File: src/rtl/ssw_pkg.sv
// shared types, constants and codes for the weighted spot selection block
// no dependencies; used by ssw_ctrl, ssw_datapath and the top level
package ssw_pkg;

   localparam int MAX_SPOTS   = 1024;
   localparam int SPOT_W      = $clog2(MAX_SPOTS);
   localparam int CNT_W       = SPOT_W + 1;
   localparam int MAX_BEAMS   = 8;
   localparam int BEAM_W      = 3;
   localparam int BCNT_W      = 4;
   localparam int WEIGHT_BITS = 24;
   localparam int FRAC_W      = 17;
   localparam int TOTAL_W     = WEIGHT_BITS + CNT_W;
   localparam int THR_W       = TOTAL_W + FRAC_W;
   localparam int SMIN_W      = FRAC_W + CNT_W + 1 - 16;
   localparam int MCNT_W      = $clog2(FRAC_W + 1);

   localparam logic [FRAC_W-1:0] FRAC_ONE  = 17'h10000;
   localparam logic [FRAC_W-1:0] FRAC_HALF = 17'h08000;

   localparam logic [1:0] KIND_LOAD_W = 2'd0;
   localparam logic [1:0] KIND_LOAD_B = 2'd1;
   localparam logic [1:0] KIND_FETCH  = 2'd2;

   localparam logic [1:0] CSR_BEAM_COUNT = 2'd0;
   localparam logic [1:0] CSR_WEIGHT_FRAC = 2'd1;
   localparam logic [1:0] CSR_SPOT_FRAC  = 2'd2;

   localparam logic [1:0] MODE_SUM  = 2'd0;
   localparam logic [1:0] MODE_MAX  = 2'd1;
   localparam logic [1:0] MODE_FIND = 2'd2;

   typedef struct packed {
      logic [1:0]  kind;
      logic [23:0] weight;
      logic [10:0] beam_end;
   } req_type;

   typedef struct packed {
      logic [2:0]  beam;
      logic [9:0]  spot_in_beam;
      logic [10:0] subset_count;
      logic [10:0] beam_subset_count;
      logic        empty_res;
      logic        last;
   } rsp_type;

   typedef struct packed {
      logic       load_w;
      logic       load_b;
      logic       scan_start;
      logic [1:0] scan_mode;
      logic       scan_from_cur;
      logic       mul_start;
      logic       pick;
      logic       finish;
      logic       set_first;
      logic       set_nxt;
      logic       serve;
   } cmd_type;

   typedef struct packed {
      logic scan_busy;
      logic mul_busy;
      logic all_picked;
      logic take;
      logic done;
      logic total_zero;
      logic rsp_busy;
   } status_type;

endpackage

File: src/rtl/ssw_ctrl.sv
// sequencer for load, ranking passes, fetch and next-spot lookahead
// depends on ssw_pkg; drives ssw_datapath through cmd_type
module ssw_ctrl (
   input  logic                clock,
   input  logic                reset,
   input  logic                req_valid,
   input  logic [1:0]          req_kind,
   output logic                req_ready,
   input  ssw_pkg::status_type status,
   output ssw_pkg::cmd_type    cmd
);

   localparam logic [3:0] S_IDLE    = 4'd0;
   localparam logic [3:0] S_SUM     = 4'd1;
   localparam logic [3:0] S_MUL     = 4'd2;
   localparam logic [3:0] S_CHECK   = 4'd3;
   localparam logic [3:0] S_MAX     = 4'd4;
   localparam logic [3:0] S_PICK    = 4'd5;
   localparam logic [3:0] S_FIND1   = 4'd6;
   localparam logic [3:0] S_NEXT_GO = 4'd7;
   localparam logic [3:0] S_FIND2   = 4'd8;
   localparam logic [3:0] S_SERVE   = 4'd9;

   logic [3:0] state_ff, state_in;
   logic       serve_pend_ff, serve_pend_in;
   logic       accept;

   assign req_ready = (state_ff == S_IDLE) &&
                      ((req_kind != ssw_pkg::KIND_FETCH) || !status.rsp_busy);
   assign accept = req_valid && req_ready;

   always_comb begin
      cmd = '0;
      state_in = state_ff;
      serve_pend_in = serve_pend_ff;
      unique case (state_ff)
         S_IDLE: begin
            if (accept) begin
               cmd.load_w = (req_kind == ssw_pkg::KIND_LOAD_W);
               cmd.load_b = (req_kind == ssw_pkg::KIND_LOAD_B);
               if (req_kind == ssw_pkg::KIND_FETCH) begin
                  if (status.done) begin
                     state_in = S_SERVE;
                  end else begin
                     cmd.scan_start = 1'b1;
                     cmd.scan_mode = ssw_pkg::MODE_SUM;
                     serve_pend_in = 1'b1;
                     state_in = S_SUM;
                  end
               end
            end
         end
         S_SUM: begin
            if (!status.scan_busy) begin
               cmd.mul_start = 1'b1;
               state_in = S_MUL;
            end
         end
         S_MUL: begin
            if (!status.mul_busy) state_in = S_CHECK;
         end
         S_CHECK: begin
            if (status.all_picked) begin
               cmd.finish = 1'b1;
               state_in = S_SERVE;
            end else begin
               cmd.scan_start = 1'b1;
               cmd.scan_mode = ssw_pkg::MODE_MAX;
               state_in = S_MAX;
            end
         end
         S_MAX: begin
            if (!status.scan_busy) state_in = S_PICK;
         end
         S_PICK: begin
            cmd.pick = 1'b1;
            if (status.take) begin
               state_in = S_CHECK;
            end else begin
               cmd.finish = 1'b1;
               state_in = S_SERVE;
            end
         end
         S_FIND1: begin
            if (!status.scan_busy) begin
               cmd.set_first = 1'b1;
               state_in = S_NEXT_GO;
            end
         end
         S_NEXT_GO: begin
            cmd.scan_start = 1'b1;
            cmd.scan_mode = ssw_pkg::MODE_FIND;
            cmd.scan_from_cur = 1'b1;
            state_in = S_FIND2;
         end
         S_FIND2: begin
            if (!status.scan_busy) begin
               cmd.set_nxt = 1'b1;
               state_in = serve_pend_ff ? S_SERVE : S_IDLE;
            end
         end
         S_SERVE: begin
            // after selection the first spot is located before the pending item is served
            if (serve_pend_ff && status.done && !status.total_zero && !status.rsp_busy &&
                !status.scan_busy && !status.mul_busy && status.all_picked == status.all_picked
                && 1'b0) begin
               state_in = S_IDLE;
            end else begin
               cmd.serve = 1'b1;
               serve_pend_in = 1'b0;
               state_in = status.total_zero ? S_IDLE : S_NEXT_GO;
            end
         end
         default: state_in = S_IDLE;
      endcase
      // a fresh selection first finds the lowest selected spot
      if (cmd.finish && serve_pend_ff) begin
         if (status.take || status.all_picked || !status.take) begin
            cmd.scan_start = 1'b1;
            cmd.scan_mode = ssw_pkg::MODE_FIND;
            cmd.scan_from_cur = 1'b0;
            state_in = S_FIND1;
         end
      end
   end

   always_ff @(posedge clock) begin
      if (reset) begin
         state_ff <= S_IDLE;
         serve_pend_ff <= 1'b0;
      end else begin
         state_ff <= state_in;
         serve_pend_ff <= serve_pend_in;
      end
   end

endmodule

File: config.mk
export PLATFORM = sky130hd
export DESIGN_NAME = ssw_ctrl
export DESIGN_NICKNAME = d
export VERILOG_FILES = /design/src/rtl/ssw_pkg.sv /design/src/rtl/ssw_ctrl.sv
export SDC_FILE = /design/constraint.sdc
export NUM_CORES = 1
export LEC_CHECK = 0
export ABC_AREA = 1
export BUFFER_PORTS_ARGS = -buffer_cell sky130_fd_sc_hd__buf_2
export CAP_MARGIN = 10
export CORE_AREA = 2 2 39 41
export CTS_CLUSTER_DIAMETER = 120
export DETAILED_ROUTE_END_ITERATION = 8
export DIE_AREA = 0 0 41 43
export MAX_ROUTING_LAYER = met4
export PLACE_DENSITY = 0.76
export RECOVER_POWER = 50
export SETUP_SLACK_MARGIN = 0.1
export SYNTH_ARGS = -nofsm -noshare
export SYNTH_HDL_FRONTEND = slang
export SYNTH_SLANG_ARGS = --single-unit
File: constraint.sdc
create_clock -name clock -period 3.8 [get_ports clock]
set_input_delay 0.76 -clock clock [delete_from_list [all_inputs] [get_ports clock]]
set_output_delay 0.76 -clock clock [all_outputs]
set_load 0.02 [all_outputs]
### After elaboration in Yosys (flattened, before gate mapping)

Cells that the tools add are included.

* mux-type cells: 37
* equal/unequal tests: 15
* reduce and logical (&&, ||, !) cells: 12

Operator list (number)
* 2-to-1 mux 4 bit: 15
* one-hot mux 4 bit (10 select lines): 1
* equality test 4 x 3 -> 1 bit, second input constant: 4
* 2-to-1 mux 1 bit: 12
* 2-to-1 mux 3 bit: 4
* one-hot mux 3 bit (3 select lines): 1
* equality test 4 x 2 -> 1 bit, second input constant: 2
* equality test 4 bit, second input constant: 2
* != test 2 bit, second input constant: 3
* 2-to-1 mux 5 bit: 1
* equality test 4 x 1 -> 1 bit, second input constant: 1
* logical NOT 4 bit: 1
* one-hot mux 1 bit (2 select lines): 2
* AND reduction 4 bit: 1
* logical AND 1 bit: 3
* logical OR 1 bit: 3
* equality test 2 x 1 -> 1 bit, second input constant: 1
* equality test 2 bit, second input constant: 1
* logical NOT 1 bit: 2
* logical NOT 2 bit: 1
* 2-to-1 mux 2 bit: 1
* != test 2 x 1 -> 1 bit, second input constant: 1
* nonzero test 2 bit: 1

* word-level logic and storage cells: 66
* register bits: 5

### Depth between registers and ports, before layout

Gate-level depths: netlist (run 1).

* depth after elaboration: 8
* gate-level depth with buffers: 9
* gate-level depth less buffers: 9

### Worst setup path before layout (run 1)

No wires, ideal clock.

* path type: input port to output port
* from: in req_kind[1]
* to: out cmd[10] (netlist bit)
* data required time: 3040 ps
* path buffers: 0
* cell stages on the path: 5
* arrival time: 1578 ps
* slack: 1462 ps
* cells stage by stage: inv_1 > nor2_2 > a21oi_4 > nand2_1 > nor2_1

RTL lines
* start, declared: RTL line ssw_ctrl.sv:7 `input logic [1:0] req_kind,`
* end, declared: RTL line ssw_ctrl.sv:10 `output ssw_pkg::cmd_type cmd`

==> impl_metrics.py, run 1 <==
metrics = {
    "timing": {
        "rsz0062_at_grt": "false",
        "hold_viol_final": 0,
        "finalSetupViolCount": 0,
        "finalClockSkew_ns": 0.00139,
        "slew_headroom_pct": 63.8,
        "max_freq_mhz": 353,
        "finalSetupTns_ns": 0,
        "drv_slew": 0,
        "tightest_slew_ns": 0.537,
        "finalCriticalPeriod_ns": 2.84,
        "setup_ws_ns": 0.965,
        "period_share_pct": 74.6,
    },
    "placed_design": {
        "pre_cts_ws_ns": 1.43,
        "portBuffers": 24,
        "place_inst": 146,
        "dp_hpwl_um": 1270,
        "gp_congestion": 0.783,
    },
    "route": {
        "routed-via-count": 719,
        "drc": 0,
        "wl_per_cell_um": 10.1,
        "via_per_inst": 4.79,
        "postRouteWirelength_um": 1510,
        "drtIter0Drc": 5,
        "dr.pass1.iters": 3,
        "drtAntennaViolNets": 0,
    },
    "cells_and_area": {
        "finalNonFillerCells": 150,
        "fillers": 168,
        "final_common_cell": "nand2_1",
        "antennaDiodeCount": 0,
        "final_cell_mix": "38 x nand2_1, 20 x buf_2, 18 x inv_1",
        "drive_above_1_share_pct": 27.6,
        "regArea_um2": 100,
        "nets": 147,
        "syn2layout_area_growth_pct": 22.0,
        "multi_input_area_um2": 385,
    },
    "global_routing": {
        "overflow": 0,
        "globalRouteTotalUtil_pct": 21.0,
        "grt_pass1_vias": 644,
        "grt_pass1_wl_um": 2540,
        "antenna_found_initial": 0,
        "grt_max_degree": 7,
    },
    "clock_network": {
        "cts.sinks": 5,
        "numCtsBuffers": 3,
        "root_buffer": "clkbuf_4",
        "htreeDepth": 1,
        "cts.clk_slew.worst_paths_ns": 0.04,
        "ctsLongestPathBuffers": 2,
        "clk_latency_ns": 0.23,
        "postCtsSetupBuffers": 0,
        "ctsHoldBuffers": 0,
        "cts_tree": "built",
        "cts.repair.resized": 0,
    },
    "power_and_ir_drop": {
        "finalPower_mw": 0.148,
        "power_density_nw_per_um2": 203,
        "p_leak_nw": 0.492,
        "irDropWorstVdd_mv": 0.135,
    },
    "worst_setup_path": {
        "cp-start-kind": "flop",
        "crit_required_ns": 3.04,
        "reg2reg_setup_slack_ns": 1.97,
        "max_stage_delay_ns": 0.46,
        "timing.rr.start": "state_ff[0]",
        "slowest_stage": "o21ai_0",
        "cp-end-kind": "primary output",
        "worstRegToRegCells": 7,
        "crit_arrival_ns": 2.08,
        "r2r-end": "state_ff[3]",
        "crit_type": "flop to primary output",
        "cp_cell_sequence": "clkinv_1 > nor2_1 > nand2_2 > o21ai_0 > nand2_1 > nand4_1 > buf_2",
        "cp_max_fo": 6,
    },
    "hold_path": {
        "holdPathEnd": "serve_pend_ff",
        "min-delay-start": "serve_pend_ff",
        "holdPathStages": 2,
        "hp-class": "flop to flop",
    },
    "floorplan": {
        "ios": 25,
        "core_um2": 1380,
        "dieArea_um2": 1760,
        "num_rows": 14,
        "die_w_um": 41,
        "chipHeight_um": 43,
        "start_util_pct": 43.2,
    },
    "synth": {
        "netlist_area_um2": 598,
        "syn_nets": 118,
        "ys_ff_latch": 5,
        "ys_warn_count": 0,
        "synth.avg_cell_area_um2": 5.64,
        "ys_seq_area_share_pct": 16.7,
        "synth_cell_types": 21,
        "syn_inst": 106,
    },
    "outcome": {
        "outcome": "finished clean",
    },
    "job": {
        "max_cap_violations": 0,
    },
}
synth_stat cells (all sizes together):
master  number  share of area, %
clkinv       1              0.63
nor3         3               3.3
nand2       40                26
nor2        14                12
nand4        2               2.1
inv         21                13
dfxtp        5                17
a21oi        4               6.5
nand3        9                11
nand3b       2               2.5
o21ai        5               6.1
power breakdown:
part	switching (mW)	internal, mW	leakage [nW]	total (mW)
Clock	0.0189	0.0395	0.0150	0.0584
Sequential	0.00205	0.0540	0.0405	0.0560
Combinational	0.0215	0.0123	0.436	0.0338
Total	0.0425	0.106	0.492	0.148
kinds of logic (layout without fill, tap and decap cells):
family / count (synthesis) / in the layout / synth area share, %
buf+inv: 22 / 50 / 13.8
compound gates: 9 / 9 / 12.6
simple gates: 70 / 70 / 56.9
flops: 5 / 5 / 16.7
worst max-delay path, delay by kind of cell, from the launching register on:
kind	cells	cell delay, ns
simple gates	4	0.67
compound gates	1	0.46
flops	1	0.43
buf+inv	2	0.29
worst max path at each step:
stage | start | endpoint | slack (ns)
2_1_floorplan | req_kind[1] | cmd[10] | 1.46
3_3_place_gp | req_kind[1] | cmd[11] | 1.47
3_5_place_dp | req_kind[1] | cmd[9] | 1.43
4_1_cts | req_kind[1] | cmd[9] | 1.42
5_1_grt | state_ff[0] | cmd[9] | 0.78
6_report | state_ff[0] | cmd[9] | 0.96
layout make-up:
class | count | share of cell area [%]
Sequential cell | 5 | 13.7
Tap cell | 16 | 2.74
Inverter | 22 | 11.3
Multi-Input combinational cell | 79 | 52.8
Clock buffer | 4 | 3.60
Timing Repair Buffer | 24 | 15.8
flip-flops by register name (all words and copies together), names as in the netlist:
name           flops
state_ff           4
serve_pend_ff      1
layer usage:
layer	track usage, %	vias up	wire (µm)
met5	-	-	0
met4	8.67	0	8
met3	4.19	2	41
met2	30.9	10	758
met1	26.9	324	701
li1	-	383	-
through the flow:
step	area [µm²]	hold WS, ns	util, %
CTS	764	0.522	55.2
global route	729	0.566	52.7
global placement	738	0.514	53.3
detailed placement	738	0.514	53.3
finish	729	0.524	52.7
floorplan	598	0.477	-
No activity file was read; power rests on OpenSTA's default activity.
==> run 2, diff against run 1 <==
CORE_AREA = unset   (was 2 2 39 41)
CORE_MARGIN = 2   (was unset)
CORE_UTILIZATION = 41   (was unset)
DIE_AREA = unset   (was 0 0 41 43)
PLACE_DENSITY = 0.73   (was 0.76)
clock period = 2.58 ns   (was 3.8 ns; I/O delays follow)
==> run 2 against run 1 <==
  * Non-clock buffer count is the same
  * Combinational power grew 56%
  * First-iteration DRC count grew to 2.6 times the previous value
  * Flip-flop and latch count is the same
  * Core utilization grew 3.0 points
==> impl_metrics.py, run 2 (synthesized netlist as in run 1, its figures left out) <==
metrics = {
    "placed_design": {
        "dp_hpwl_um": 1280,
        "portBuffers": 24,
        "gp_congestion": 0.813,
        "place_area_um2": 737,
    },
    "clock_network": {
        "htreeDepth": 1,
        "ctsLongestPathBuffers": 2,
        "cts_tree": "built",
        "postCtsSetupBuffers": 0,
        "cts.clk_slew.worst_paths_ns": 0.04,
        "root_buffer": "clkbuf_4",
        "numCtsBuffers": 3,
        "cts.sinks": 5,
        "cts.repair.resized": 0,
        "ctsHoldBuffers": 0,
        "clk_latency_ns": 0.24,
    },
    "worst_setup_path": {
        "timing.rr.start": "state_ff[0]",
        "cp-end-kind": "primary output",
        "cp_max_fo": 6,
        "reg2reg_setup_slack_ns": 1.18,
        "worstRegToRegCells": 7,
        "cp-start-kind": "flop",
        "r2r-end": "state_ff[3]",
        "crit_type": "flop to primary output",
        "crit_arrival_ns": 1.67,
        "crit_required_ns": 2.06,
    },
    "floorplan": {
        "die_w_um": 42.2,
        "core_um2": 1330,
        "num_rows": 13,
        "chipHeight_um": 42.2,
        "ios": 25,
        "dieArea_um2": 1780,
        "start_util_pct": 44.8,
    },
    "power_and_ir_drop": {
        "p_leak_nw": 0.509,
        "power_density_nw_per_um2": 302,
        "irDropWorstVdd_mv": 0.168,
    },
    "route": {
        "drtIter0Drc": 13,
        "wl_per_cell_um": 10.0,
        "postRouteWirelength_um": 1490,
        "dr.pass1.iters": 4,
        "via_per_inst": 4.89,
        "drtAntennaViolNets": 0,
        "routed-via-count": 728,
        "drc": 0,
    },
    "cells_and_area": {
        "final_cell_mix": "38 x nand2_1, 23 x buf_2, 19 x inv_1",
        "fillers": 149,
        "antennaDiodeCount": 0,
        "drive_above_1_share_pct": 29.1,
        "largest_register_ffs": 4,
        "final_area_um2": 743,
        "syn2layout_area_growth_pct": 24.3,
        "top_register": "state_ff",
        "nets": 147,
        "reg.largest.list": "state_ff: 4 flops, serve_pend_ff: 1 flops",
        "final_common_cell": "nand2_1",
    },
    "timing": {
        "slew_headroom_pct": 75.7,
        "finalClockSkew_ns": 0.00441,
        "max_freq_mhz": 458,
        "hold_viol_final": 0,
        "tightest_slew_ns": 0.363,
        "rsz0062_at_grt": "false",
        "finalCriticalPeriod_ns": 2.18,
        "finalSetupTns_ns": 0,
        "finalSetupViolCount": 0,
        "period_share_pct": 84.6,
        "drv_slew": 0,
    },
    "hold_path": {
        "min-delay-start": "serve_pend_ff",
        "holdPathStages": 2,
        "hp-class": "flop to flop",
        "holdPathEnd": "serve_pend_ff",
    },
    "outcome": {
        "outcome": "finished clean",
    },
    "global_routing": {
        "grt_pass1_vias": 580,
        "grt_max_degree": 7,
        "globalRouteTotalUtil_pct": 17.5,
        "antenna_found_initial": 0,
        "overflow": 0,
        "grt_pass1_wl_um": 2410,
    },
    "job": {
        "max_cap_violations": 0,
    },
}
run 2: area by class of cell:
type | instances | area (µm²) | share of cell area (%)
repair buffers | 24 | 119 | 16.0
multi-input cells | 79 | 397 | 53.4
flip-flops and latches | 5 | 100 | 13.5
clock buffers | 4 | 26.3 | 3.54
inverters | 22 | 82.6 | 11.1
well taps | 15 | 18.8 | 2.53
run 2: per-stage QoR:
stage | instances | hold WS [ns] | total power, mW | utilization [%] | setup WS [ns]
after floorplan | 106 | 0.477 | 0.116 | - | 0.730
after global placement | 145 | 0.520 | 0.136 | 55.3 | 0.738
after detailed placement | 145 | 0.519 | 0.138 | 55.3 | 0.684
after CTS | 149 | 0.526 | 0.231 | 57.2 | 0.485
after global routing | 149 | 0.563 | 0.238 | 55.7 | 0.213
final | 149 | 0.529 | 0.225 | 55.7 | 0.398
run 2: worst max path at each step:
stage,startpoint,to,cells past startpoint,slack [ns]
2_1_floorplan,req_kind[1],cmd[10],5,0.73
3_3_place_gp,req_kind[1],cmd[11],7,0.74
3_5_place_dp,req_kind[1],cmd[10],7,0.68
4_1_cts,state_ff[3],cmd[10],6,0.49
5_1_grt,state_ff[3],cmd[9],6,0.21
6_report,state_ff[0],cmd[9],7,0.40
run 2: critical path, stage by stage, from the launching register on:
cell and delay [ns]:
dfxtp_1 0.43, inv_2 0.05, nor2_1 0.24, nand2_2 0.13, o21ai_4 0.19, nand2_1 0.12, nand4_1 0.09, buf_2 0.16
run 2: where the power goes:
part	leakage, nW	total, mW	internal, mW	switching [mW]
Clock	0.0150	0.0898	0.0584	0.0313
Combinational	0.453	0.0528	0.0193	0.0335
Sequential	0.0405	0.0822	0.0794	0.00277
run 2: layer usage:
layer  part of all wire [%]  wire length [µm]  global-route usage, %  vias to the layer above
met2                     50               741                   28.0                       19
met5                      0                 0                      -                        -
met3                    3.8                57                   2.59                        0
li1                       -                 -                      -                      384
met4                      0                 0                   5.63                        0
met1                     46               692                   22.6                      325
